--- src/design/sbsph_pkg.sv ---
// Shared types, constants and helpers of the spectrum band smoothing block.
`default_nettype none

package sbsph_pkg;

   localparam int BAND_W    = 8;
   localparam int LEVEL_W   = 16;
   localparam int TIME_W    = 32;
   localparam int CSR_IDX_W = 3;
   localparam int CSR_W     = 16;
   localparam int REQ_W     = 56;
   localparam int RSP_W     = 40;

   localparam int BAND_COUNT_DEF = 256;

   localparam logic [2:0]         RESET_RESOLUTION = 3'd1;
   localparam logic [15:0]        RESET_HOLD_TIME  = 16'd2000;
   localparam logic signed [15:0] RESET_FLOOR      = 16'sd0;
   localparam logic signed [15:0] RESET_CEILING    = 16'sd30720;

   typedef enum logic [CSR_IDX_W-1:0] {
      REG_RESOLUTION = 3'd0,
      REG_OFFSET     = 3'd1,
      REG_TILT       = 3'd2,
      REG_ALPHA      = 3'd3,
      REG_HOLD_EN    = 3'd4,
      REG_HOLD_TIME  = 3'd5,
      REG_FLOOR      = 3'd6,
      REG_CEILING    = 3'd7
   } reg_index_type;

   typedef struct packed {
      logic [2:0]         res_sel;
      logic signed [15:0] offset;
      logic               tilt_en;
      logic [15:0]        alpha;
      logic               hold_en;
      logic [15:0]        hold_time;
      logic signed [15:0] lvl_floor;
      logic signed [15:0] lvl_ceil;
   } cfg_type;

   // One store entry: timestamp of the held peak, held peak, smoothed level.
   typedef struct packed {
      logic [TIME_W-1:0]         stamp;
      logic signed [LEVEL_W-1:0] peak;
      logic signed [LEVEL_W-1:0] smooth;
   } entry_type;

   // Tilt per band in Q8.8: 3 dB (768) divided by the bands per octave.
   // The quotient is exact for every resolution, so no rounding is left.
   // Selectors above four saturate to 24 bands per octave.
   function automatic logic [9:0] tilt_weight(input logic [2:0] sel);
      logic [9:0] w;
      begin
         case (sel)
            3'd0:    w = 10'd768;
            3'd1:    w = 10'd256;
            3'd2:    w = 10'd128;
            3'd3:    w = 10'd64;
            default: w = 10'd32;
         endcase
         return w;
      end
   endfunction

endpackage

`default_nettype wire

--- src/design/sbsph_pipe.sv ---
// Three-stage level, smoothing and peak-hold pipeline with output register.
`default_nettype none

module sbsph_pipe #(
   parameter int BAND_COUNT = sbsph_pkg::BAND_COUNT_DEF,
   parameter int AW         = 8
) (
   input  wire logic                          clock,
   input  wire logic                          reset,
   input  wire sbsph_pkg::cfg_type            cfg,
   input  wire logic                          req_tvalid,
   output logic                               req_tready,
   input  wire logic [sbsph_pkg::REQ_W-1:0]   req_tdata,
   output logic                               rsp_tvalid,
   input  wire logic                          rsp_tready,
   output logic [sbsph_pkg::RSP_W-1:0]        rsp_tdata,
   output logic                               rd_en,
   output logic [AW-1:0]                      rd_addr,
   input  wire sbsph_pkg::entry_type          rd_entry,
   output logic                               wr_en,
   output logic [AW-1:0]                      wr_addr,
   output sbsph_pkg::entry_type               wr_entry
);

   // Input fields.
   logic [7:0]         band_in;
   logic signed [15:0] raw_in;
   logic [31:0]        now_in;
   logic               inr_in;
   logic               hazard;
   logic               accept;

   // Stage registers.
   logic               p1_vld_ff, p1_vld_in, p1_inr_ff;
   logic [7:0]         p1_band_ff;
   logic signed [15:0] p1_raw_ff;
   logic [31:0]        p1_now_ff;

   logic               p2_vld_ff, p2_vld_in, p2_inr_ff;
   logic [7:0]         p2_band_ff;
   logic [31:0]        p2_now_ff;
   logic signed [15:0] p2_x_ff, p2_x_in;
   sbsph_pkg::entry_type p2_ent_ff;

   logic               p3_vld_ff, p3_vld_in, p3_inr_ff;
   logic [7:0]         p3_band_ff;
   logic [31:0]        p3_now_ff;
   logic signed [15:0] p3_x_ff;
   logic signed [17:0] p3_step_ff, p3_step_in;
   logic signed [15:0] p3_peak_ff;
   logic [31:0]        p3_stamp_ff;
   logic               p3_exp_ff, p3_exp_in;

   logic               out_vld_ff, out_vld_in;
   logic [7:0]         out_band_ff;
   logic signed [15:0] out_smooth_ff, out_smooth_in;
   logic signed [15:0] out_peak_ff, out_peak_in;

   logic mv1, mv2, mv3, rdy1, rdy2, rdy3;

   // Stage 1 arithmetic.
   logic [17:0]        tilt;
   logic signed [19:0] x_sum, x_lo, floor20, ceil20;

   // Stage 2 arithmetic.
   logic signed [16:0] diff;
   logic signed [33:0] prod;
   logic [31:0]        age;

   // Stage 3 arithmetic.
   logic signed [17:0] s_wide;
   logic signed [15:0] s_new, peak_new;
   logic [31:0]        stamp_new;
   logic               take;

   assign band_in = req_tdata[7:0];
   assign raw_in  = $signed(req_tdata[23:8]);
   assign now_in  = req_tdata[55:24];
   assign inr_in  = (32'(band_in) < 32'(BAND_COUNT));

   // A band still in flight must land in the store before it is read again.
   assign hazard = inr_in && ((p1_vld_ff && p1_inr_ff && (p1_band_ff == band_in)) ||
                              (p2_vld_ff && p2_inr_ff && (p2_band_ff == band_in)) ||
                              (p3_vld_ff && p3_inr_ff && (p3_band_ff == band_in)));

   assign mv3  = p3_vld_ff && (!out_vld_ff || rsp_tready);
   assign rdy3 = !p3_vld_ff || mv3;
   assign mv2  = p2_vld_ff && rdy3;
   assign rdy2 = !p2_vld_ff || mv2;
   assign mv1  = p1_vld_ff && rdy2;
   assign rdy1 = !p1_vld_ff || mv1;

   assign req_tready = rdy1 && !hazard;
   assign accept     = req_tvalid && req_tready;

   assign rd_en   = accept && inr_in;
   assign rd_addr = band_in[AW-1:0];

   // Stage 1: offset, tilt and clamp.
   always_comb begin
      tilt    = cfg.tilt_en ? (18'(p1_band_ff) * 18'(sbsph_pkg::tilt_weight(cfg.res_sel)))
                            : 18'd0;
      x_sum   = $signed({{4{p1_raw_ff[15]}}, p1_raw_ff})
              + $signed({{4{cfg.offset[15]}}, cfg.offset})
              + $signed({2'b00, tilt});
      floor20 = $signed({{4{cfg.lvl_floor[15]}}, cfg.lvl_floor});
      ceil20  = $signed({{4{cfg.lvl_ceil[15]}}, cfg.lvl_ceil});
      x_lo    = (x_sum < floor20) ? floor20 : x_sum;
      p2_x_in = (x_lo > ceil20) ? cfg.lvl_ceil : x_lo[15:0];
   end

   // Stage 2: s' = x + floor(alpha * (s - x) / 65536), the same as the weighted mean.
   always_comb begin
      diff       = $signed({p2_ent_ff.smooth[15], p2_ent_ff.smooth})
                 - $signed({p2_x_ff[15], p2_x_ff});
      prod       = diff * $signed({1'b0, cfg.alpha});
      p3_step_in = prod[33:16];
      age        = p2_now_ff - p2_ent_ff.stamp;
      p3_exp_in  = (age > 32'(cfg.hold_time));
   end

   // Stage 3: finish the smoothed level and update the held peak.
   always_comb begin
      s_wide    = $signed({{2{p3_x_ff[15]}}, p3_x_ff}) + p3_step_ff;
      s_new     = s_wide[15:0];
      take      = (s_new >= p3_peak_ff) || p3_exp_ff;
      peak_new  = cfg.lvl_floor;
      stamp_new = p3_stamp_ff;
      if (cfg.hold_en) begin
         peak_new  = take ? s_new : p3_peak_ff;
         stamp_new = take ? p3_now_ff : p3_stamp_ff;
      end
      out_smooth_in = p3_inr_ff ? s_new : cfg.lvl_floor;
      out_peak_in   = p3_inr_ff ? peak_new : cfg.lvl_floor;
   end

   assign wr_en           = mv3 && p3_inr_ff;
   assign wr_addr         = p3_band_ff[AW-1:0];
   assign wr_entry.stamp  = stamp_new;
   assign wr_entry.peak   = peak_new;
   assign wr_entry.smooth = s_new;

   always_comb begin
      p1_vld_in  = accept ? 1'b1 : (mv1 ? 1'b0 : p1_vld_ff);
      p2_vld_in  = mv1 ? 1'b1 : (mv2 ? 1'b0 : p2_vld_ff);
      p3_vld_in  = mv2 ? 1'b1 : (mv3 ? 1'b0 : p3_vld_ff);
      out_vld_in = mv3 ? 1'b1 : (rsp_tready ? 1'b0 : out_vld_ff);
   end

   always_ff @(posedge clock) begin
      if (reset) begin
         p1_vld_ff  <= 1'b0;
         p2_vld_ff  <= 1'b0;
         p3_vld_ff  <= 1'b0;
         out_vld_ff <= 1'b0;
      end else begin
         p1_vld_ff  <= p1_vld_in;
         p2_vld_ff  <= p2_vld_in;
         p3_vld_ff  <= p3_vld_in;
         out_vld_ff <= out_vld_in;
      end
   end

   always_ff @(posedge clock) begin
      if (accept) begin
         p1_band_ff <= band_in;
         p1_raw_ff  <= raw_in;
         p1_now_ff  <= now_in;
         p1_inr_ff  <= inr_in;
      end
      if (mv1) begin
         p2_band_ff <= p1_band_ff;
         p2_now_ff  <= p1_now_ff;
         p2_inr_ff  <= p1_inr_ff;
         p2_x_ff    <= p2_x_in;
         p2_ent_ff  <= rd_entry;
      end
      if (mv2) begin
         p3_band_ff  <= p2_band_ff;
         p3_now_ff   <= p2_now_ff;
         p3_inr_ff   <= p2_inr_ff;
         p3_x_ff     <= p2_x_ff;
         p3_step_ff  <= p3_step_in;
         p3_peak_ff  <= p2_ent_ff.peak;
         p3_stamp_ff <= p2_ent_ff.stamp;
         p3_exp_ff   <= p3_exp_in;
      end
      if (mv3) begin
         out_band_ff   <= p3_band_ff;
         out_smooth_ff <= out_smooth_in;
         out_peak_ff   <= out_peak_in;
      end
   end

   assign rsp_tvalid = out_vld_ff;
   assign rsp_tdata  = {out_peak_ff, out_smooth_ff, out_band_ff};

   // The interlock keeps every in-range band in flight distinct.
   a_distinct_bands: assert property (@(posedge clock) disable iff (reset)
      !((p1_vld_ff && p1_inr_ff && p2_vld_ff && p2_inr_ff && (p1_band_ff == p2_band_ff)) ||
        (p1_vld_ff && p1_inr_ff && p3_vld_ff && p3_inr_ff && (p1_band_ff == p3_band_ff)) ||
        (p2_vld_ff && p2_inr_ff && p3_vld_ff && p3_inr_ff && (p2_band_ff == p3_band_ff))))
      else $error("two items of the same band are in flight");

   a_no_rw_same_entry: assert property (@(posedge clock) disable iff (reset)
      (rd_en && wr_en) |-> (rd_addr != wr_addr))
      else $error("store read and write hit the same entry");

   a_write_then_result: assert property (@(posedge clock) disable iff (reset)
      wr_en |=> rsp_tvalid)
      else $error("store write without a result transfer pending");

   a_hold_off_floor: assert property (@(posedge clock) disable iff (reset)
      (mv3 && !cfg.hold_en) |=> (out_peak_ff == $past(cfg.lvl_floor)))
      else $error("held peak differs from floor with hold disabled");

endmodule

`default_nettype wire

--- config.mk ---
export PLATFORM = sky130hd
export DESIGN_NAME = sbsph_pipe
export DESIGN_NICKNAME = d
export VERILOG_FILES = /design/src/design/sbsph_pkg.sv /design/src/design/sbsph_pipe.sv
export SDC_FILE = /design/constraint.sdc
export NUM_CORES = 1
export LEC_CHECK = 0
export ABC_AREA = 1
export BUFFER_PORTS_ARGS = -buffer_cell sky130_fd_sc_hd__buf_2
export CORE_MARGIN = 4
export CORE_UTILIZATION = 45
export DETAILED_ROUTE_END_ITERATION = 8
export GPL_TIMING_DRIVEN = 0
export PLACE_DENSITY = 0.76
export SYNTH_ARGS = -nofsm -noshare
export SYNTH_HDL_FRONTEND = slang
export SYNTH_SLANG_ARGS = --single-unit
--- constraint.sdc ---
create_clock -name clock -period 32.7 [get_ports clock]
set_clock_uncertainty 0.15 [all_clocks]
set_input_delay 6.54 -clock clock [delete_from_list [all_inputs] [get_ports clock]]
set_output_delay 6.54 -clock clock [all_outputs]
set_load 0.03 [all_outputs]
Word-level counts from Yosys, hierarchy flattened. Cells that the tools add are included.

Register bits: 341. Input bits: 209.

Add/sub/neg operators: 5. Multipliers: 2. $lt $le $gt $ge: 4. Equality and inequality tests: 6. Multiplexer cells: 16. Reduce and logical (&&, ||, !) cells: 25.

Operators by type and width (number): $mux 32 (2); $mux 16 (3); $pmux 10 s4 (1); $gt 32x16->1 (1); $mul 17x17->32 (1); $sub 32x32->32 (1); $eq 8x8->1 (3); $add 17x19->20 (1); $gt 20x16->1 (1); $lt 20x16->1 (1); $mux 20 (1); $mul 8x10->18 (1); $mux 18 (1); $add 16x16->17 (1); $sub 16x16->17 (1); $add 16x16->16 (1); $ge 16x16->1 (1); $logic_and 1x1->1 (8); $mux 1 (8); $reduce_bool 2->1 (4); $logic_or 1x1->1 (7); $eq 3x2->1 const B (2); $logic_not 1->1 (5); $eq 3x1->1 const B (1); $logic_not 3->1 (1).

Logic depth before layout (Yosys ltp).
Word-level depth: 11. Mapped depth: 60. Gate-level depth less buffers: 58.

Least setup slack after synthesis. Ideal clock, no wire load.

Kind: input port to output port. Start: input port rsp_tready. End: output port rd_en. Arrival: 8.655 ns. Setup slack: 17.355 ns. Stages on the path: 12. Path buffers: 0. Path through: nor2_1 inv_1 nor2_1 inv_1 nor2_1 inv_1 nor2_1 inv_1 o2111ai_1 inv_1 nand2_1 inv_1.

Cells in the longest elaborated chain, start to end: 9.

RTL lines: start, declared (RTL line sbsph_pipe.sv:15) `input wire logic rsp_tready,`; $logic_or 1x1->1 (RTL line sbsph_pipe.sv:86) `assign mv3 = p3_vld_ff && (!out_vld_ff || rsp_tready);`; $logic_and 1x1->1 (RTL line sbsph_pipe.sv:86); $logic_or 1x1->1 (RTL line sbsph_pipe.sv:87) `assign rdy3 = !p3_vld_ff || mv3;`; $logic_and 1x1->1 (RTL line sbsph_pipe.sv:88) `assign mv2 = p2_vld_ff && rdy3;`; $logic_or 1x1->1 (RTL line sbsph_pipe.sv:89) `assign rdy2 = !p2_vld_ff || mv2;`; $logic_and 1x1->1 (RTL line sbsph_pipe.sv:90) `assign mv1 = p1_vld_ff && rdy2;`; $logic_or 1x1->1 (RTL line sbsph_pipe.sv:91) `assign rdy1 = !p1_vld_ff || mv1;`; $logic_and 1x1->1 (RTL line sbsph_pipe.sv:93) `assign req_tready = rdy1 && !hazard;`; named net req_tready (RTL line sbsph_pipe.sv:12) `output logic req_tready,`; $logic_and 1x1->1 (RTL line sbsph_pipe.sv:94) `assign accept = req_tvalid && req_tready;`; end, declared (RTL line sbsph_pipe.sv:17) `output logic rd_en,`.

The timed path passes the listed nets, and every way through them passes these cells.

Worst setup path in the final report.
Start: input port cfg[84] in the netlist's numbering. End: register p2_x_ff[15] (data pin).

Cells in the longest elaborated chain, start to end: 9. Elaborated cells on any way between the ends: 12. Those cells by class: 1 x add/sub; 1 x mul; 2 x order compare; 3 x eq/ne; 4 x mux; 1 x reduce/logical.

RTL lines: start, declared (RTL line sbsph_pipe.sv:10) `input wire sbsph_pkg::cfg_type cfg,`; $eq 3x2->1 (tied with other cells) (RTL line sbsph_pkg.sv:56) `case (sel)`; $pmux 10 s4 (*) (RTL line sbsph_pkg.sv:56); $mul 8x10->18 (*) (RTL line sbsph_pipe.sv:101) `tilt = cfg.tilt_en ? (18'(p1_band_ff) * 18'(sbsph_pkg::tilt_weight(cfg.res_sel)))`; $mux 18 (*) (RTL line sbsph_pipe.sv:101); $add 17x19->20 (*) (RTL line sbsph_pipe.sv:105) `+ $signed({2'b00, tilt});`; $lt 20x16->1 (RTL line sbsph_pipe.sv:108) `x_lo = (x_sum < floor20) ? floor20 : x_sum;`; $mux 20 (*) (RTL line sbsph_pipe.sv:108); $gt 20x16->1 (RTL line sbsph_pipe.sv:109) `p2_x_in = (x_lo > ceil20) ? cfg.lvl_ceil : x_lo[15:0];`; $mux 16 (*) (RTL line sbsph_pipe.sv:109); named net p2_x_in[15] (RTL line sbsph_pipe.sv:42) `logic signed [15:0] p2_x_ff, p2_x_in;`; end signal, assigned (RTL line sbsph_pipe.sv:175) `p2_x_ff <= p2_x_in;`; end, declared (RTL line sbsph_pipe.sv:42).

Mark *: on every way through the listed nets, which the timed path passes. The rest lies on a longest branch. A chain may end at the register's enable or synchronous reset.

==> flow_metrics.tcl <==
set metrics [dict create \
    status "complete, no violations" \
    initial_core_util_pct 45.82 \
    dp_slack_ns 16.20 \
    grt_usage_pct 23.10 \
    slew_viol_final 0 \
    synth_cell_types 58 \
    setup_viol 0 \
    io_buffer_count 330 \
    hold_buffers 0 \
    htreeDepth 2 \
    synth_seq_cells 341 \
    first_global_vias 23126 \
    postRouteAntennaNets 0 \
    die_area_um2 70290 \
    postPlaceCellArea_um2 32580 \
    synth.largest_area_cell "edfxtp_1" \
    overflow 0 \
    core_area_um2 64930 \
    post_cts_buffers 0 \
    post-route-period-util_pct 48.93 \
    root_buffer "clkbuf_16" \
    final_nets 4334 \
    routed_wl_um 80880 \
    tritoncts "built" \
    drive_gt1_share_pct 14.01 \
    syn_nets 3958 \
    syn_avg_cell_area_um2 9.361 \
    async_flop_share_pct 0 \
    final_util_pct 52.31 \
    vias_per_cell 5.117 \
    grt_max_degree 100 \
    area_growth_pct 14.18 \
    grt_pass1_wl_um 127300 \
    cts_made_buffers 40 \
    yosys_warnings 0 \
    drtIter0Drc 1775 \
    crit_type "primary input to flop" \
    numClockSinks 341 \
    start_kind "primary input" \
    layout_setup_ws_ns 16.70 \
    cpMostUsedCell "nand2_1" \
    pin_count 333 \
    die-width_um 265.1 \
    fin_area_um2 33970 \
    cpPeakStageDelay_ns 0.56 \
    crit_slowest_cell "fa_1" \
    min_period_ns 16.00 \
    worst_slew_pin_slew_ns 1.298 \
    antenna_found_initial 23 \
    required_ns 32.85 \
    synth_area_um2 29750 \
    cts.clk_slew.worst_paths_ns 0.06 \
    synthFlopType "edfxtp_1" \
    drc 0 \
    synth_common_cells "inv_1, nand2_1, edfxtp_1" \
    worstPathMaxFanout 10 \
    place_hpwl_um 67670 \
    dieHeight_um 265.1 \
    hold_class "flop to flop" \
    critPathBufInv 9 \
    arrival_ns 16.15 \
    drv_cap 0 \
    firstDrtPassIters 6 \
    wl_per_cell_um 18.16 \
    ctsResizeCount 0 \
    setup_tns_ns 0 \
    ys_seq_area_share_pct 34.29 \
    synthTopCellsByArea "edfxtp_1, fa_1, ha_1" \
    rsz0062_at_grt "false" \
    synth_edf_count 337 \
    worst_setup_path_end_kind "flop" \
    fp-row-count 93 \
    synthCells 3178 \
    max_freq_ghz 0.06249 \
    cts_buffer_depth 3 \
    synth.most_common_cell "inv_1" \
    gp_congestion 0.9721 \
    vias 22786 \
    yosysTopAreaCellShare_pct 34.02 \
    critical-path-top-delay-family "adder cells" \
    relSlewSlack_pct 13.18 \
    clk_latency_ns 0.57 \
    hold_viol_final 0 \
]
==> final cells by class <==
cell class | count | area, um2
Sequential cell | 341 | 10200
Clock buffer | 47 | 1027
Buffer | 56 | 267.8
Tap cell | 855 | 1070
Timing Repair Buffer | 334 | 1747
Clock inverter | 25 | 321.6
Multi-Input combinational cell | 2087 | 16670
Fill cell | 5879 | 30960
Antenna cell | 14 | 35.03
Inverter | 694 | 2625
==> sequential cells by signal (all words and copies together), names as in the netlist, 32 cells and up <==
signal,flops
p2_ent_ff,64
p3_now_ff,32
p3_stamp_ff,32
p1_now_ff,32
p2_now_ff,32
==> metal layers <==
| layer | track usage, % | share of wire, % | vias up |
|---|---|---|---|
| met1 | 30.60 | 40 | 10882 |
| li1 | - | - | 10828 |
| met5 | 0 | 0.094 | - |
| met4 | 8.409 | 3.6 | 12 |
| met3 | 5.633 | 9.6 | 153 |
| met2 | 37.23 | 46 | 911 |
==> placed cells by master (no fill, tap or decap), drive strengths merged, types with 2 or more instances in the layout <==
master | Yosys | layout
diode | 0 | 14
o21ai | 104 | 104
buf | 28 | 362
clkbuf | 28 | 75
nand4 | 24 | 24
nor2 | 242 | 242
o2111ai | 3 | 3
o22ai | 3 | 3
o21bai | 10 | 10
fa | 301 | 301
bufinv | 0 | 5
o31ai | 2 | 2
dfxtp | 4 | 4
nand2 | 652 | 652
nor3 | 25 | 25
edfxtp | 337 | 337
o21a | 11 | 11
a31oi | 2 | 2
a21oi | 151 | 151
a211oi | 2 | 2
ha | 270 | 270
nand3 | 118 | 118
a21o | 6 | 6
or2 | 31 | 31
o211ai | 6 | 6
nor4 | 9 | 9
a221oi | 3 | 3
clkinvlp | 0 | 4
xnor2 | 27 | 27
clkinv | 8 | 19
inv | 686 | 691
xor2 | 73 | 73
==> through the flow <==
stage                     hold WS (ns)  instances
after detailed placement        0.2564       4367
final                           0.2691       4453
after global routing            0.2733       4452
after global placement          0.2509       4363
after floorplan                 0.2503       3178
after CTS                       0.2706       4439
==> final timing paths <==
check | endpoint | start | slack (ns) | cells after the start
max | p2_x_ff[15]$_DFFE_PP_ | cfg[84] | 16.70 | 54
min | p3_peak_ff[1]$_DFFE_PP_ | p2_ent_ff[17]$_DFFE_PP_ | 0.27 | 0
min reg2reg | p3_peak_ff[1]$_DFFE_PP_ | p2_ent_ff[17]$_DFFE_PP_ | 0.27 | 0
max reg2reg | p2_x_ff[15]$_DFFE_PP_ | p1_band_ff[2]$_DFFE_PP_ | 22.92 | 53
==> cell families (layout without fill, tap and decap cells) <==
family          after synthesis  after routing  share of synthesized area [%]
simple gates               1105           1105                          15.59
buf+inv                     750           1156                          9.690
fa+ha+maj                   571            571                          31.61
flops                       341            341                          34.29
compound gates              311            311                          5.876
xor+xnor                    100            100                          2.944
other cells                   0             14                              0
Power is left out: the tool's default activity adds up to more than one toggle a clock period on the data nets, which glitch-free logic cannot reach.
