[src/design/sbsph_pkg.sv]
// Shared types, constants and helpers of the spectrum band smoothing block.
`default_nettype none

package sbsph_pkg;

   localparam int BAND_W    = 8;
   localparam int LEVEL_W   = 16;
   localparam int TIME_W    = 32;
   localparam int CSR_IDX_W = 3;
   localparam int CSR_W     = 16;
   localparam int REQ_W     = 56;
   localparam int RSP_W     = 40;

   localparam int BAND_COUNT_DEF = 256;

   localparam logic [2:0]         RESET_RESOLUTION = 3'd1;
   localparam logic [15:0]        RESET_HOLD_TIME  = 16'd2000;
   localparam logic signed [15:0] RESET_FLOOR      = 16'sd0;
   localparam logic signed [15:0] RESET_CEILING    = 16'sd30720;

   typedef enum logic [CSR_IDX_W-1:0] {
      REG_RESOLUTION = 3'd0,
      REG_OFFSET     = 3'd1,
      REG_TILT       = 3'd2,
      REG_ALPHA      = 3'd3,
      REG_HOLD_EN    = 3'd4,
      REG_HOLD_TIME  = 3'd5,
      REG_FLOOR      = 3'd6,
      REG_CEILING    = 3'd7
   } reg_index_type;

   typedef struct packed {
      logic [2:0]         res_sel;
      logic signed [15:0] offset;
      logic               tilt_en;
      logic [15:0]        alpha;
      logic               hold_en;
      logic [15:0]        hold_time;
      logic signed [15:0] lvl_floor;
      logic signed [15:0] lvl_ceil;
   } cfg_type;

   // One store entry: timestamp of the held peak, held peak, smoothed level.
   typedef struct packed {
      logic [TIME_W-1:0]         stamp;
      logic signed [LEVEL_W-1:0] peak;
      logic signed [LEVEL_W-1:0] smooth;
   } entry_type;

   // Tilt per band in Q8.8: 3 dB (768) divided by the bands per octave.
   // The quotient is exact for every resolution, so no rounding is left.
   // Selectors above four saturate to 24 bands per octave.
   function automatic logic [9:0] tilt_weight(input logic [2:0] sel);
      logic [9:0] w;
      begin
         case (sel)
            3'd0:    w = 10'd768;
            3'd1:    w = 10'd256;
            3'd2:    w = 10'd128;
            3'd3:    w = 10'd64;
            default: w = 10'd32;
         endcase
         return w;
      end
   endfunction

endpackage

`default_nettype wire

[src/design/sbsph_csr.sv]
// Configuration registers and the store clear request.
`default_nettype none

module sbsph_csr (
   input  wire logic                                clock,
   input  wire logic                                reset,
   input  wire logic                                csr_we,
   input  wire logic [sbsph_pkg::CSR_IDX_W-1:0]     csr_index,
   input  wire logic [sbsph_pkg::CSR_W-1:0]         csr_wdata,
   output sbsph_pkg::cfg_type                       cfg,
   output logic                                     store_clear
);

   logic [2:0]         res_ff;
   logic signed [15:0] offset_ff;
   logic               tilt_ff;
   logic [15:0]        alpha_ff;
   logic               hold_en_ff;
   logic [15:0]        hold_time_ff;
   logic signed [15:0] floor_ff;
   logic signed [15:0] ceil_ff;

   sbsph_pkg::reg_index_type idx;

   assign idx = sbsph_pkg::reg_index_type'(csr_index);

   // Every write of the resolution register wipes the stores, even if unchanged.
   assign store_clear = csr_we && (idx == sbsph_pkg::REG_RESOLUTION);

   always_ff @(posedge clock) begin
      if (reset) begin
         res_ff       <= sbsph_pkg::RESET_RESOLUTION;
         offset_ff    <= '0;
         tilt_ff      <= 1'b0;
         alpha_ff     <= '0;
         hold_en_ff   <= 1'b0;
         hold_time_ff <= sbsph_pkg::RESET_HOLD_TIME;
         floor_ff     <= sbsph_pkg::RESET_FLOOR;
         ceil_ff      <= sbsph_pkg::RESET_CEILING;
      end else if (csr_we) begin
         case (idx)
            sbsph_pkg::REG_RESOLUTION: res_ff       <= csr_wdata[2:0];
            sbsph_pkg::REG_OFFSET:     offset_ff    <= $signed(csr_wdata);
            sbsph_pkg::REG_TILT:       tilt_ff      <= csr_wdata[0];
            sbsph_pkg::REG_ALPHA:      alpha_ff     <= csr_wdata;
            sbsph_pkg::REG_HOLD_EN:    hold_en_ff   <= csr_wdata[0];
            sbsph_pkg::REG_HOLD_TIME:  hold_time_ff <= csr_wdata;
            sbsph_pkg::REG_FLOOR:      floor_ff     <= $signed(csr_wdata);
            sbsph_pkg::REG_CEILING:    ceil_ff      <= $signed(csr_wdata);
            default: ;
         endcase
      end
   end

   always_comb begin
      cfg.res_sel   = res_ff;
      cfg.offset    = offset_ff;
      cfg.tilt_en   = tilt_ff;
      cfg.alpha     = alpha_ff;
      cfg.hold_en   = hold_en_ff;
      cfg.hold_time = hold_time_ff;
      cfg.lvl_floor = floor_ff;
      cfg.lvl_ceil  = ceil_ff;
   end

endmodule

`default_nettype wire

[config.mk]
export PLATFORM = sky130hd
export DESIGN_NAME = sbsph_csr
export DESIGN_NICKNAME = d
export VERILOG_FILES = /design/src/design/sbsph_pkg.sv /design/src/design/sbsph_csr.sv
export SDC_FILE = /design/constraint.sdc
export NUM_CORES = 1
export LEC_CHECK = 0
export BUFFER_PORTS_ARGS = -buffer_cell sky130_fd_sc_hd__buf_2
export CAP_MARGIN = 20
export CORE_ASPECT_RATIO = 0.7
export CORE_MARGIN = 4
export CORE_UTILIZATION = 50
export CTS_BUF_LIST = sky130_fd_sc_hd__clkbuf_4 sky130_fd_sc_hd__clkbuf_8 sky130_fd_sc_hd__clkbuf_16
export CTS_CLUSTER_SIZE = 40
export DETAILED_ROUTE_END_ITERATION = 16
export PLACE_DENSITY = 0.87
export SKIP_LAST_GASP = 1
export SLEW_MARGIN = 20
export SYNTH_ARGS = -nofsm -noshare
export SYNTH_HDL_FRONTEND = slang
export SYNTH_SLANG_ARGS = --single-unit
[constraint.sdc]
create_clock -name clock -period 1.5 [get_ports clock]
set_input_delay 0.225 -clock clock [delete_from_list [all_inputs] [get_ports clock]]
set_output_delay 0.225 -clock clock [all_outputs]
set_load 0.1 [all_outputs]
# Yosys cells after proc, flatten, opt, wreduce, memory -nomap -nowiden
# Index checks and enable logic that the tools add are counted.
# W data, S select, Z words.
# totals
reg_bits	85
input_bits	22
output_inout_bits	86
elab_cells	25
# op_classes
n_eq_ne	7
reduce_logical	10
# op_table
op	count
$reduce_and A2 Y1	8
$eq A3 B3 Y1 const B	4
$eq A3 B2 Y1 const B	2
$eq A3 B1 Y1 const B	1
$logic_not A3 Y1	1
$logic_and A1 B1 Y1	1

# Logic depth before layout (Yosys ltp)
# Gate-level depths: netlist (run 1).
# logic_depth
ltp_word	2
mapped_depth	5
mapped_depth_nobuf	3

# Worst setup path before layout (run 1)
# Ideal clock, no wire load.
# synth_path
kind	input -> register
from	input port csr_index[2] in the netlist's numbering
to	register res_ff[0]
setup_ps	77
arrival_time_ps	1382
required_time_ps	1423
slack_ps	41
stages	4
path_buffers	1
cell_sequence	buf_4 or4b_4 clkinv_2 mux2i_1
# synth_between
elab_chain_len	2
# synth_lines
item	line_no	text
start: declaration	sbsph_csr.sv:8	input wire logic [sbsph_pkg::CSR_IDX_W-1:0] csr_index,
$logic_not A3 Y1	sbsph_csr.sv:41	case (idx)
$reduce_and A2 Y1 (no line)	-	
end signal: assignment	sbsph_csr.sv:32	res_ff <= sbsph_pkg::RESET_RESOLUTION;
end signal: assignment	sbsph_csr.sv:42	sbsph_pkg::REG_RESOLUTION: res_ff <= csr_wdata[2:0];
end: declaration	sbsph_csr.sv:14	logic [2:0] res_ff;
# Every way passes these cells.
# A chain may end at the register's enable or synchronous reset.

# Worst setup path in the final report (run 1)
# layout_path
from	input port csr_we
to	output port store_clear
# layout_between
elab_chain_len	1
# layout_lines
item	line_no	text
start: declaration	sbsph_csr.sv:7	input wire logic csr_we,
$logic_and A1 B1 Y1	sbsph_csr.sv:28	assign store_clear = csr_we && (idx == sbsph_pkg::REG_RESOLUTION);
end: declaration	sbsph_csr.sv:11	output logic store_clear
# Every way passes these cells.

==> flow_metrics.env, run 1 <==
export IMPL_final_cell_mix="buf_2 (106), nand2b_1 (90), mux2i_1 (85), dfxtp_1 (85), nor2_1 (22)"
export IMPL_grt_pass1_vias=2607
export IMPL_clk_latency_ps=330
export IMPL_cts_htree_levels=3
export IMPL_final_util_pct=63.9
export IMPL_globalplace_congestion=0.778
export IMPL_drive_gt1_share_pct=32.2
export IMPL_p_leak_nw=2.18
export IMPL_ios=108
export IMPL_synth_top_family_by_area="multiplexers"
export IMPL_drc_errors=0
export IMPL_cts_setup_buffers=0
export IMPL_synth_avg_cell_area_um2=10.8
export IMPL_crit_buf_inv=3
export IMPL_dr_pass1_iters=4
export IMPL_cp_data_required_time_ps=1270
export IMPL_avgViaCountPerCell=4.86
export IMPL_path_cells="buf_2, or4b_4, clkinv_2, buf_12"
export IMPL_diodes=0
export IMPL_cts_clk_slew_worst_paths_ps=80
export IMPL_ys_seq_area_share_pct=49.2
export IMPL_die_w_um=107
export IMPL_synth_cell_types=19
export IMPL_ctsResizeCount=0
export IMPL_clock_sinks=85
export IMPL_drtIter0Drc=69
export IMPL_hold_buffers=0
export IMPL_crit_arrival_ps=1190
export IMPL_grt_start_max_net_pins=45
export IMPL_relSlewSlack_pct=66.3
export IMPL_n_fill_cell=591
export IMPL_finalSetupViolCount=0
export IMPL_num_vias=2538
export IMPL_path_max_fanout=10
export IMPL_synthesis_area_um2=3460
export IMPL_antenna_found_initial=0
export IMPL_period_share_pct=94.2
export IMPL_synthesis_nets=341
export IMPL_synth_xor_area_share_pct=0
export IMPL_outcome="completed"
export IMPL_grt_pass1_wl_um=13000
export IMPL_gr_total_overflow=0
export IMPL_root_buffer="clkbuf_8"
export IMPL_ys_flop_type="dfxtp_1"
export IMPL_crit_type="primary input to output pin"
export IMPL_finalPower_mw=4.65
export IMPL_final_net_count=445
export IMPL_initial_utilization_pct=51.4
export IMPL_synth_fa_ha_area_share_pct=0
export IMPL_slowest_delay_ps=530
export IMPL_port_buffers=107
export IMPL_synth_cells=319
export IMPL_die_area_um2=8330
export IMPL_synth_compound_gate_area_share_pct=0
export IMPL_fmax_ghz=0.708
export IMPL_die_h_um=77.6
export IMPL_hpwl_um=5890
export IMPL_slew_viol_final=0
export IMPL_cts_path_max_buffers=2
export IMPL_synth_simple_area_share_pct=21.6
export IMPL_setup_slack_ps=87.7
export IMPL_routed_wl_um=7960
export IMPL_synthArstFlopShare_pct=0
export IMPL_cp_top_family="simple AND/OR/NAND/NOR gates"
export IMPL_powerDensity_nw_per_um2=1080
export IMPL_rows=25
export IMPL_hp_class="primary input to register"
export IMPL_crit_path_top_delay_cell="or4b_4"
export IMPL_synth_edff_count=0
export IMPL_ant_nets=0
export IMPL_track_usage_pct=19.8
export IMPL_hold_viol=0
export IMPL_dp_slack_ps=94.2
export IMPL_post_route_min_period_ps=1410
export IMPL_rsz0062_at_grt="no"
export IMPL_coreArea_um2=6730
export IMPL_synth_seq_cells=85
export IMPL_synth_mux_area_share_pct=24.6
export IMPL_cts_buffers=9
export IMPL_layout_commonest_cell="buf_2"
export IMPL_yosys_warnings=0
export IMPL_wl_per_cell_um=15.2
export IMPL_cts_tree="done"
export IMPL_tns_ps=0
export IMPL_worst_pin_slew_ps=508
export IMPL_area_delta_synth_final_pct=24.3
export IMPL_cp_end_kind="output pin"
export IMPL_start_kind="primary input"
export IMPL_fin_skew_ps=0
export IMPL_drv_cap=0
export IMPL_vdd_drop_max_v=0.000535
## final cells by class
class	count	area (µm²)	area share [%]
Clock buffer	10	138	3.20
Clock inverter	6	61.3	1.43
Inverter	1	5.00	0.116
Multi-Input combinational cell	207	1600	37.1
Sequential cell	85	1700	39.6
Tap cell	94	118	2.74
Timing Repair Buffer	119	678	15.8
## logic make-up after synthesis
family,Yosys count
multiplexers,85
AND/OR/NAND/NOR,122
buffers and inverters,27
flip-flops,85
## worst reg2reg max path, cell delays in order, from the launching register on
cell and delay (ps):
dfxtp_1 350, nand2b_1 60, mux2i_1 150
## power by group
part           internal [mW]  switching (mW)  leakage (nW)
clock                  0.813           0.787         0.102
sequential              2.30          0.0261         0.688
combinational          0.176           0.541          1.39
total                   3.29            1.35          2.18
## per-stage QoR
stage	hold WS [ps]	std cells	instance area [µm²]
final	180	522	4300
after global routing	165	522	4300
after CTS	157	522	4300
after detailed placement	457	506	4100
after global placement	454	506	4100
after floorplan	392	319	3460
## state kept, by name, summed over array words and instances (netlist names)
signal / count
alpha_ff: 16
ceil_ff: 16
floor_ff: 16
hold_en_ff: 1
hold_time_ff: 16
offset_ff: 16
res_ff: 3
tilt_ff: 1
## synth_stat cells, drive strengths merged (2+ instances only)
| library cell | count | share of area (%) |
|---|---|---|
| nand2b | 90 | 16 |
| dfxtp | 85 | 49 |
| mux2i | 85 | 25 |
| nor2 | 22 | 2.4 |
| buf | 14 | 3.1 |
| clkbuf | 12 | 1.3 |
| and4b | 2 | 0.58 |
| nand4b | 2 | 0.51 |
## metal layers
metal | GRT usage [%] | up-vias | part of all wire [%]
li1 | - | 1255 | -
met5 | 0 | - | 0
met4 | 5.17 | 0 | 0.83
met2 | 31.0 | 77 | 44
met3 | 5.99 | 7 | 6.9
met1 | 26.7 | 1199 | 48
## path summary, 6_finish.rpt
kind | startpoint | to | slack, ps | cells past startpoint
worst max-delay path | csr_we | store_clear | 90 | 4
worst min-delay path | csr_wdata[11] | ceil_ff[11] | 180 | 3
worst max register to register | offset_ff[9] | offset_ff[9] | 860 | 2
worst min register to register | alpha_ff[9] | alpha_ff[9] | 470 | 2
No activity file was read; power rests on OpenSTA's default activity.
==> run 2: changes to the inputs <==
- ABC_AREA: default -> 1
- PLACE_DENSITY: 0.87 -> 0.88
==> run 2 against run 1 <==
Compared with the run above: non-clock buffer count is the same; clock power grew 13%; sequential share of layout area grew 0.54 points; maximum frequency grew 0.61%; global-route usage grew 4.5 points; clock skew is the same; count of clock-buffer cells in the layout grew 1; core utilization grew 2.7 points; via count grew 39%; critical endpoint is now cfg[84].
==> flow_metrics.env, run 2 <==
export IMPL_gr_total_overflow=0
export IMPL_die_h_um=76.6
export IMPL_layout_commonest_cell="nor2_1"
export IMPL_track_usage_pct=24.3
export IMPL_cts_htree_levels=3
export IMPL_ys_flop_type="dfxtp_1"
export IMPL_synthesis_area_um2=3360
export IMPL_synth_avg_cell_area_um2=6.94
export IMPL_die_w_um=106
export IMPL_drive_gt1_share_pct=24.5
export IMPL_fin_skew_ps=0
export IMPL_crit_arrival_ps=1180
export IMPL_avgViaCountPerCell=5.16
export IMPL_clk_latency_ps=360
export IMPL_powerDensity_nw_per_um2=1240
export IMPL_synth_cell_types=13
export IMPL_hp_class="primary input to register"
export IMPL_outcome="completed"
export IMPL_ys_seq_area_share_pct=50.6
export IMPL_crit_type="register to output pin"
export IMPL_grt_pass1_vias=3261
export IMPL_dr_pass1_iters=5
export IMPL_worst_pin_slew_ps=506
export IMPL_drtIter0Drc=275
export IMPL_antenna_found_initial=0
export IMPL_grt_start_max_net_pins=58
export IMPL_rows=24
export IMPL_setup_slack_ps=96.3
export IMPL_period_share_pct=93.6
export IMPL_synth_top_cell_by_area="dfxtp_1"
export IMPL_synth_seq_cells=85
export IMPL_port_buffers=107
export IMPL_clock_sinks=85
export IMPL_synthesis_nets=506
export IMPL_finalSetupViolCount=0
export IMPL_slowest_delay_ps=450
export IMPL_relSlewSlack_pct=66.5
export IMPL_yosysTopAreaCellShare_pct=50.6
export IMPL_hold_viol=0
export IMPL_cp_end_kind="output pin"
export IMPL_cts_path_max_buffers=2
export IMPL_cts_setup_buffers=0
export IMPL_routed_wl_um=9610
export IMPL_cp_data_required_time_ps=1270
export IMPL_final_cell_mix="nor2_1 (148), nand2_1 (116), buf_2 (106)"
export IMPL_post_route_min_period_ps=1400
export IMPL_grt_busiest_layer="met2"
export IMPL_ctsResizeCount=0
export IMPL_drc_errors=0
export IMPL_slew_viol_final=0
export IMPL_fmax_ghz=0.712
export IMPL_globalplace_congestion=0.916
export IMPL_cts_tree="done"
export IMPL_use_met3_pct=8.30
export IMPL_synth_edff_count=0
export IMPL_root_buffer="clkbuf_8"
export IMPL_path_max_fanout=2
export IMPL_final_net_count=608
export IMPL_vdd_drop_max_v=0.000586
export IMPL_gr_usage_met1_pct=31.7
export IMPL_dp_slack_ps=218
export IMPL_cts_clk_slew_worst_paths_ps=80
export IMPL_grt_pass1_wl_um=15500
export IMPL_crit_path_top_delay_cell="buf_2"
export IMPL_start_kind="register"
export IMPL_path_cells="buf_2"
export IMPL_tns_ps=0
export IMPL_yosys_warnings=0
export IMPL_crit_buf_inv=1
export IMPL_yosysMostFrequentCell="nor2_1"
export IMPL_p_leak_nw=2.15
export IMPL_cp_top_family="buffers and inverters"
export IMPL_initial_utilization_pct=52.8
export IMPL_diodes=0
export IMPL_synth_commonest_cells="nor2_1 (149), nand2_1 (116), dfxtp_1 (85), nand3_1 (73), inv_1 (23)"
export IMPL_synthArstFlopShare_pct=0
export IMPL_die_area_um2=8120
export IMPL_ant_nets=0
export IMPL_drv_cap=0
export IMPL_area_delta_synth_final_pct=26.2
export IMPL_hold_buffers=0
export IMPL_rsz0062_at_grt="no"
export IMPL_synth_cells=484
export IMPL_grt_met2_usage_pct=38.0
export IMPL_num_vias=3518
export IMPL_cts_buffers=9
export IMPL_wl_per_cell_um=14.1
export IMPL_ios=108
export IMPL_ys_top_cells_by_area="dfxtp_1 (51%), nor2_1 (17%), nand2_1 (13%), nand3_1 (11%), inv_1 (2.6%)"
export IMPL_coreArea_um2=6370
export IMPL_hpwl_um=6910
## run 2: path summary, 6_finish.rpt
kind              depth (start not counted)     endpoint    startpoint  slack (ps)
hold / removal                            3    res_ff[0]  csr_wdata[0]          80
setup / recovery                          1      cfg[84]     res_ff[2]         100
hold reg to reg                           2  ceil_ff[12]   ceil_ff[12]         470
setup reg to reg                          2   ceil_ff[5]    ceil_ff[5]         840
## run 2: cells by family after synthesis
family / count (synthesis) / synth area share, %
compound gates: 2 / 0.298
simple gates: 345 / 41.8
flops: 85 / 50.6
buf+inv: 52 / 7.30
## run 2: layout make-up
| type | instances | area (µm²) |
|---|---|---|
| Sequential cell | 85 | 1700 |
| Tap cell | 91 | 114 |
| Inverter | 24 | 90.1 |
| Clock inverter | 5 | 82.6 |
| Fill cell | 580 | 2130 |
| Multi-Input combinational cell | 347 | 1420 |
| Clock buffer | 11 | 145 |
| Timing Repair Buffer | 119 | 691 |
## run 2: stage by stage
step           hold WS [ps]  utilization (%)  cells  total power, mW  instance area [µm²]
2_1_floorplan           338                -    484             3.29                 3360
3_5_place_dp            441             63.0    666             3.51                 4010
3_3_place_gp            436             63.0    666             3.49                 4010
4_1_cts                68.9             66.6    682             5.29                 4240
6_report               82.6             66.6    682             5.27                 4240
5_1_grt                59.6             66.6    682             5.48                 4240
## run 2: metal layers
layer / wire (µm) / share of wire [%]
met1: 4060 / 42
met4: 153 / 1.6
met5: 0 / 0
met2: 4330 / 45
met3: 1070 / 11
## run 2: power breakdown
group	internal, mW	total, mW	switching (mW)
logic	0.194	1.08	0.888
clock network	1.01	1.81	0.802
registers	2.33	2.38	0.0445
==> run 3: changes to the inputs <==
--- a/config.mk
+++ b/config.mk
@@ -9,5 +9,4 @@
 export BUFFER_PORTS_ARGS = -buffer_cell sky130_fd_sc_hd__buf_2
 export CAP_MARGIN = 20
-export CORE_ASPECT_RATIO = 0.7
 export CORE_MARGIN = 4
 export CORE_UTILIZATION = 50
==> constraint.sdc (replaced) <==
create_clock -name clock -period 1.5 [get_ports clock]
set_input_delay 0.3 -clock clock [delete_from_list [all_inputs] [get_ports clock]]
set_output_delay 0.3 -clock clock [all_outputs]
set_load 0.1 [all_outputs]
==> run 3 against run 2 <==
Compared with the run above: largest power group unchanged; critical path type unchanged; clock skew is the same; combinational power about the same; highest routed layer unchanged; core utilization shrank 0.31 points; cell count shrank 2.1%; register-to-register slack improved by 50 ps; clock power increased by 9%; maximum frequency decreased by 3.5%; sequential cell count stayed put.
==> flow_metrics.env, run 3 (same netlist as run 2, synthesis figures left out) <==
export IMPL_cts_clk_slew_worst_paths_ps=90
export IMPL_slowest_delay_ps=440
export IMPL_num_vias=3332
export IMPL_p_seq_share_pct=43.8
export IMPL_hp_class="primary input to register"
export IMPL_crit_path_top_delay_cell="buf_2"
export IMPL_multi_input_area_um2=1420
export IMPL_place_inst=652
export IMPL_power_frac_comb_pct=19.7
export IMPL_antenna_found_initial=0
export IMPL_rows=29
export IMPL_ant_nets=0
export IMPL_routed_wl_um=9010
export IMPL_area_delta_synth_final_pct=26.7
export IMPL_fin_skew_ps=0
export IMPL_power_internal_mw=3.72
export IMPL_start_kind="register"
export IMPL_initial_utilization_pct=52.3
export IMPL_cp_top_family="buffers and inverters"
export IMPL_fin_hold_ws_ps=168
export IMPL_p_leak_nw=2.16
export IMPL_drive_gt1_share_pct=24.7
export IMPL_crit_type="register to output pin"
export IMPL_coreArea_um2=6420
export IMPL_powerDensity_nw_per_um2=1270
export IMPL_avgViaCountPerCell=4.99
export IMPL_final_cells=668
export IMPL_n_fill_cell=555
export IMPL_grt_pass1_vias=3115
export IMPL_finalPower_mw=5.42
export IMPL_postPlaceCellArea_um2=4000
export IMPL_die_w_um=90.0
export IMPL_die_area_um2=8100
export IMPL_clk_latency_ps=340
export IMPL_period_share_pct=97.0
export IMPL_cts_buffers=9
export IMPL_tns_ps=0
export IMPL_cp_data_required_time_ps=1200
export IMPL_layout_commonest_cell="nor2_1"
export IMPL_cts_tree="done"
export IMPL_dr_pass1_iters=5
export IMPL_diodes=0
export IMPL_p_switching_mw=1.71
export IMPL_wl_per_cell_um=13.5
export IMPL_dp_slack_ps=203
export IMPL_hpwl_um=6560
export IMPL_vdd_drop_max_v=0.000766
export IMPL_final_area_um2=4260
export IMPL_drv_cap=0
export IMPL_outcome="completed"
export IMPL_grt_pass1_wl_um=14800
export IMPL_relSlewSlack_pct=66.5
export IMPL_globalplace_congestion=0.886
export IMPL_finalSetupViolCount=0
export IMPL_track_usage_pct=22.6
export IMPL_root_buffer="clkbuf_8"
export IMPL_ios=108
export IMPL_final_net_count=608
export IMPL_drc_errors=0
export IMPL_path_max_fanout=2
export IMPL_cp_end_kind="output pin"
export IMPL_port_buffers=107
export IMPL_seq_area_um2=1700
export IMPL_final_cell_mix="nor2_1 (147), nand2_1 (116), buf_2 (103)"
export IMPL_gr_total_overflow=0
export IMPL_pwr_share_clk_pct=36.5
export IMPL_fmax_ghz=0.687
export IMPL_worst_pin_slew_ps=506
export IMPL_post_route_min_period_ps=1460
export IMPL_p_sw_share_pct=31.5
export IMPL_path_cells="buf_2"
export IMPL_die_h_um=90.0
export IMPL_drtIter0Drc=224
export IMPL_setup_slack_ps=45.0
export IMPL_cts_htree_levels=3
export IMPL_crit_buf_inv=1
export IMPL_grt_start_max_net_pins=86
export IMPL_hold_viol=0
export IMPL_crit_arrival_ps=1160
export IMPL_cts_path_max_buffers=2
export IMPL_clock_sinks=85
export IMPL_final_util_pct=66.3
export IMPL_rsz0062_at_grt="no"
export IMPL_slew_viol_final=0
==> run 3: path summary, 6_finish.rpt <==
check / startpoint / endpoint / slack, ps / depth (start not counted)
setup / recovery: alpha_ff[1] / cfg[50] / 40 / 1
hold / removal: csr_wdata[8] / hold_time_ff[8] / 170 / 3
setup reg to reg: alpha_ff[9] / alpha_ff[9] / 890 / 2
hold reg to reg: hold_time_ff[4] / hold_time_ff[4] / 460 / 2
==> run 3: routing by layer <==
layer / GRT usage (%) / share of wire (%) / wire, µm / up-vias
met5: 0 / 0 / 0 / -
met4: 7.91 / 1.9 / 167 / 0
met3: 6.51 / 7.4 / 665 / 15
met2: 38.9 / 50 / 4520 / 136
met1: 26.9 / 41 / 3650 / 1491
li1: - / - / - / 1690
==> run 3: cell type report <==
cell class	instances	area share, %
well taps	77	2.26
repair buffers	119	16.4
clock inverters	4	2.23
multi-input cells	347	33.4
inverters	24	2.12
clock buffers	12	3.59
flip-flops and latches	85	40.0
==> run 3: power groups by stage <==
stage               Sequential [mW]  Combinational (mW)  Clock, mW
floorplan                      2.98               0.307          0
finish                         2.38                1.07       1.98
detailed placement             2.43                1.07          0
global route                   2.38                1.13       2.10
global placement               2.42                1.05          0
CTS                            2.38                1.07       1.99
==> run 3: worst register-to-register path, cell delays in order (launching register included) <==
cell     delay, ps
dfxtp_1        330
nor2_1         120
nor2_1          60
==> run 3: what timing repair did <==
action | CTS | global route
setup endpoints to repair | 0 | 3
resized for setup | 0 | 3
setup buffers | 0 | 0
hold buffers | 0 | 0
